## src/hdl/sem_pkg.sv

```systemverilog
// package for the sobel edge magnitude block: widths, register indexes, helpers
// no dependencies
package sem_pkg;
	localparam int MaxWidth = 2048;
	localparam int AddrW = $clog2(MaxWidth);
	localparam int PixW = 24;
	localparam int CfgIdxW = 1;
	localparam int CfgDataW = 16;
	localparam logic [CfgIdxW-1:0] REG_WIDTH = 1'd0;
	localparam logic [CfgIdxW-1:0] REG_HEIGHT = 1'd1;

	typedef struct packed {
		logic [7:0] red_out;
		logic [7:0] green_out;
		logic [7:0] blue_out;
		logic run_last;
		logic frame_end;
	} res_t;

	// signed gradient of one channel, range -1020..1020
	function automatic logic signed [11:0] grad(input logic [7:0] a, input logic [7:0] b,
			input logic [7:0] c, input logic [7:0] d, input logic [7:0] e,
			input logic [7:0] f);
		logic signed [11:0] s;
		s = $signed({4'd0, d}) + $signed({3'd0, e, 1'b0}) + $signed({4'd0, f})
			- $signed({4'd0, a}) - $signed({3'd0, b, 1'b0}) - $signed({4'd0, c});
		return s;
	endfunction
endpackage

```

## src/hdl/sem_sqrt.sv

```systemverilog
// rounded integer square root, saturated at 255, one result bit per cycle
// uses sem_pkg
module sem_sqrt import sem_pkg::*; (
	input logic clk,
	input logic arst_n,
	input logic start,
	input logic [20:0] n,
	output logic done,
	output logic [7:0] root
);
	logic [20:0] n_q;
	logic [7:0] r_q;
	logic [3:0] bit_q;
	logic busy_q;
	logic [8:0] trial;
	logic [17:0] sq;

	assign trial = {1'b0, r_q | (8'd1 << bit_q[2:0])};
	assign sq = trial * trial;

	always_ff @(posedge clk or negedge arst_n) begin
		if (!arst_n) begin
			busy_q <= 1'b0;
			done <= 1'b0;
			bit_q <= '0;
		end else begin
			done <= 1'b0;
			if (start) begin
				busy_q <= 1'b1;
				bit_q <= 4'd7;
			end else if (busy_q) begin
				if (bit_q == 4'd0) begin
					busy_q <= 1'b0;
					done <= 1'b1;
				end
				bit_q <= bit_q - 4'd1;
			end
		end
	end

	always_ff @(posedge clk) begin
		if (start) begin
			n_q <= n;
			r_q <= '0;
		end else if (busy_q) begin
			if ({3'd0, sq} <= n_q) r_q <= trial[7:0];
		end
	end

	// round up when n exceeds r*r + r
	logic [17:0] rr;
	assign rr = {10'd0, r_q} * {10'd0, r_q} + {10'd0, r_q};
	assign root = (n_q >= 21'd65281) ? 8'd255 :
		((n_q > {3'd0, rr}) ? r_q + 8'd1 : r_q);
endmodule

```

## config.mk

```make
export PLATFORM = sky130hd
export DESIGN_NAME = sem_sqrt
export DESIGN_NICKNAME = d
export VERILOG_FILES = /design/src/hdl/sem_pkg.sv /design/src/hdl/sem_sqrt.sv
export SDC_FILE = /design/constraint.sdc
export NUM_CORES = 1
export LEC_CHECK = 0
export ABC_AREA = 0
export BUFFER_PORTS_ARGS = -buffer_cell sky130_fd_sc_hd__buf_2
export CORE_ASPECT_RATIO = 1.1
export CORE_MARGIN = 3
export CORE_UTILIZATION = 30
export CTS_BUF_LIST = sky130_fd_sc_hd__clkbuf_8
export DETAILED_ROUTE_END_ITERATION = 10
export PLACE_DENSITY_LB_ADDON = 0.12
export SLEW_MARGIN = 40
export SYNTH_ARGS = -nofsm -noshare
export SYNTH_HDL_FRONTEND = slang
export SYNTH_SLANG_ARGS = --single-unit
export TNS_END_PERCENT = 50
```

## constraint.sdc

```tcl
create_clock -name clk -period 8.1 [get_ports clk]
set_clock_uncertainty 0.15 [all_clocks]
set_input_delay 1.62 -clock clk [delete_from_list [all_inputs] [get_ports clk]]
set_output_delay 1.62 -clock clk [all_outputs]
set_load 0.005 [all_outputs]
```

==> load_flow_metrics.sql <==
INSERT INTO impl_metrics (metric_group, metric, value, unit) VALUES
('run_status', 'run_status', 'finished, final reports clean', ''),
('flow_run', 'cap_viol_max_count', '0', ''),
('route', 'route.detailed.wl_per_inst', '14.70', 'um'),
('floorplanning', 'floorplan.io_pins', '33', ''),
('route', 'dr.first_iter.drc_count', '246', ''),
('worst_setup_path', 'reg2reg_depth', '25', ''),
('route', 'post-route-drc-count', '0', ''),
('placed_design', 'dp_wirelength', '12.18', 'mm'),
('synth', 'syn-num-nets', '845', ''),
('grt', 'grt_usage', '13.55', '%'),
('sta', 'maxClockFrequency', '126.8', 'MHz'),
('clock_tree', 'clk_latency', '0.29', 'ns'),
('synth', 'synth-seq-cells', '35', ''),
('floorplanning', 'die_height', '152.2', 'um'),
('placed_design', 'finalWeightedCongestion', '0.8031', ''),
('pwr', 'net_load_switching_power', '251.4', 'uW'),
('clock_tree', 'path_clk_slew', '0.07', 'ns'),
('synth', 'synth_enable_flop_cells', '21', ''),
('placed_design', 'place_ws', '0.01585', 'ns'),
('final_layout', 'final_core_util', '36.08', '%'),
('pwr', 'sw_frac_of_total', '38.67', '%'),
('hold_path', 'hold_path_origin', 'bit_q[3]', ''),
('worst_setup_path', 'worst-r2r-setup-slack', '1.02', 'ns'),
('clock_tree', 'ctsHtreeMaxLevel', '2', ''),
('sta', 'setup_viol_count_final', '0', ''),
('pwr', 'power.sequential.fraction', '34.0', '%'),
('pwr', 'vdd.ir_drop.worst', '0.00007292', 'V'),
('grt', 'antenna_found_initial', '0', ''),
('sta', 'timing.final.hold_violations', '0', ''),
('pwr', 'intPower', '398.8', 'uW'),
('synth', 'avgSynthCellArea', '8.770', 'sq um'),
('pwr', 'power_density_normalized_to_cell_area', '96.17', 'mW/mm^2'),
('grt', 'grt_pass1_wl', '23.51', 'mm'),
('sta', 'finalWorstPathRequiredPeriod', '7.886', 'ns'),
('worst_setup_path', 'crit_path_start_kind', 'flop', ''),
('grt', 'global_route.overflow_total', '0', ''),
('sta', 'drv_slew', '0', ''),
('final_layout', 'layout-area-overhead-vs-synth', '15.94', '%'),
('sta', 'setup-tns-final', '0', 'ns'),
('hold_path', 'min_path_cells', '2', ''),
('worst_setup_path', 'critical_path_peak_fanout', '7', ''),
('sta', 'transition_at_the_pin_with_the_smallest_max_transition_slack', '0.7512', 'ns'),
('sta', 'min_period_over_period', '97.35', '%'),
('worst_setup_path', 'setup.worst_path.start', 'r_q[2]', ''),
('floorplanning', 'initial_core_utilization', '31.12', '%'),
('worst_setup_path', 'worstReg2RegStart', 'bit_q[0]', ''),
('synth', 'ys_seq_area_share', '16.13', '%'),
('clock_tree', 'cts_buffer_depth', '2', ''),
('synth', 'yosys_warning_count', '0', ''),
('clock_tree', 'numClockSinks', '35', ''),
('final_layout', 'mostFrequentLayoutCell', 'sky130_fd_sc_hd__inv_1', ''),
('grt', 'grt_pass1_vias', '4629', ''),
('clock_tree', 'cts_buffers', '5', ''),
('route', 'firstDrtPassIters', '4', ''),
('synth', 'synth_cell_type_count', '51', ''),
('final_layout', 'drive_above_1_share', '17.27', '%'),
('pwr', 'comb_pwr_share', '45.7', '%'),
('floorplanning', 'core_area', '0.01874', 'sq mm'),
('hold_path', 'hold-path-endpoint', 'bit_q[3]', ''),
('pwr', 'power.static_leakage', '0.003389', 'uW'),
('worst_setup_path', 'cp.required', '6.33', 'ns'),
('pwr', 'clockPowerShare', '20.3', '%'),
('worst_setup_path', 'r2r_end', 'r_q[6]', ''),
('worst_setup_path', 'arrival', '6.12', 'ns'),
('final_layout', 'most-common-layout-cells', 'sky130_fd_sc_hd__inv_1 (127), sky130_fd_sc_hd__ha_1 (92), sky130_fd_sc_hd__fa_1 (54)', ''),
('grt', 'grt_max_degree', '36', ''),
('hold_path', 'hold_path.class', 'flop to flop', ''),
('clock_tree', 'cts.hold.buffers_added', '0', ''),
('worst_setup_path', 'critical_path_class', 'flop to primary output', ''),
('synth', 'synth_top_flop_cell', 'sky130_fd_sc_hd__edfxtp_1', ''),
('floorplanning', 'floorplan.die_area', '0.02115', 'sq mm');
worst max-delay path, cell delays in order, from the launching register on:
cell and delay, ns:
sky130_fd_sc_hd__dfxtp_4 0.38, sky130_fd_sc_hd__and2_4 0.18, sky130_fd_sc_hd__fa_1 0.50, sky130_fd_sc_hd__fa_1 0.51
sky130_fd_sc_hd__fa_1 0.55, sky130_fd_sc_hd__inv_1 0.06, sky130_fd_sc_hd__fa_1 0.52, sky130_fd_sc_hd__inv_1 0.04
sky130_fd_sc_hd__ha_2 0.36, sky130_fd_sc_hd__nand3_1 0.10, sky130_fd_sc_hd__a2bb2oi_2 0.18, sky130_fd_sc_hd__a21oi_2 0.22
sky130_fd_sc_hd__buf_4 0.15, sky130_fd_sc_hd__xnor2_1 0.07, sky130_fd_sc_hd__ha_1 0.31, sky130_fd_sc_hd__nand4_1 0.13
sky130_fd_sc_hd__or4_4 0.61, sky130_fd_sc_hd__o211a_4 0.32, sky130_fd_sc_hd__a21oi_4 0.23, sky130_fd_sc_hd__a21oi_1 0.09
sky130_fd_sc_hd__nand3b_1 0.15, sky130_fd_sc_hd__buf_2 0.16
layout make-up:
| cell class | instances | area, sq um |
|---|---|---|
| fill | 1966 | 11980 |
| multi-input combinational | 481 | 4499 |
| sequential | 35 | 970.9 |
| inverter | 129 | 488.0 |
| timing repair buffer | 65 | 407.9 |
| tap | 243 | 304.0 |
| clock buffer | 6 | 82.58 |
| clock inverter | 2 | 8.758 |
cell usage after synthesis (7+ instances only):
master                     instances  area share (%)
sky130_fd_sc_hd__nand3_1          13             1.1
sky130_fd_sc_hd__edfxtp_1         21              11
sky130_fd_sc_hd__and2_1           16             1.7
sky130_fd_sc_hd__nor2b_1           7            0.75
sky130_fd_sc_hd__clkbuf_1         17             1.1
sky130_fd_sc_hd__and3_1            7            0.75
sky130_fd_sc_hd__nand2b_1          9            0.97
sky130_fd_sc_hd__nor2_1           54             3.5
sky130_fd_sc_hd__a21o_1           15             1.9
sky130_fd_sc_hd__ha_1             98              21
sky130_fd_sc_hd__nand2_1          22             1.4
sky130_fd_sc_hd__a21oi_1          40             3.4
sky130_fd_sc_hd__or2_2             7            0.75
sky130_fd_sc_hd__fa_1             58              20
sky130_fd_sc_hd__o21ai_0          24             2.1
sky130_fd_sc_hd__nor3_1           18             1.5
sky130_fd_sc_hd__xor2_1            9             1.4
sky130_fd_sc_hd__dfxtp_1           8             2.7
sky130_fd_sc_hd__inv_1           129             8.3
sky130_fd_sc_hd__xnor2_1          26             3.9
sky130_fd_sc_hd__nand4_1           8            0.86
state kept, by name (all words and copies together) (netlist names):
signal,flops
bit_q,4
n_q,21
busy_q,1
done,1
r_q,8
power by group through the flow:
stage,combinational [uW],sequential [uW],clock (uW)
floorplan,208,214,0
global placement,279,226,0
detailed placement,285,226,0
CTS,288,223,136
global route,344,223,146
finish,297,221,132
worst max-delay path by stage:
| stage | to |
|---|---|
| 3_3_place_gp | root[7] |
| 5_1_grt | root[4] |
| 6_report | root[6] |
| 2_1_floorplan | root[1] |
| 3_5_place_dp | root[7] |
| 4_1_cts | root[1] |
cell families after synthesis:
family          count (synthesis)  share of synthesized area (%)
simple gates                  175                          15.25
fa+ha+maj                     156                          40.94
buf+inv                       149                          9.633
compound gates                113                          12.44
xor+xnor                       35                          5.256
flops                          35                          16.13
mux                             2                         0.3433
timing repair:
action                     CTS  global route
setup endpoints to repair    8             8
hold endpoints to repair     0             0
buffers inserted             0            11
resized for setup           16            40
pin swaps                    0            28
per-layer routing:
metal,track usage [%],up-vias,part of all wire (%)
met3,2.197,6,3.5
met4,2.377,0,0.93
met1,19.99,2211,51
met5,0,-,0
met2,21.20,64,44
li1,-,2300,-
stage by stage:
| stage | cell area [sq um] | hold WS [ns] | cells | power, uW |
|---|---|---|---|---|
| final | 6761 | 0.4136 | 961 | 650.2 |
| after global routing | 6761 | 0.4273 | 961 | 712.7 |
| after CTS | 6521 | 0.4109 | 950 | 647.4 |
| after detailed placement | 6384 | 0.3911 | 942 | 511.0 |
| after global placement | 6384 | 0.3824 | 942 | 505.7 |
| after floorplan | 5832 | 0.3599 | 665 | 421.7 |
No activity file was read; power rests on OpenSTA's default activity.
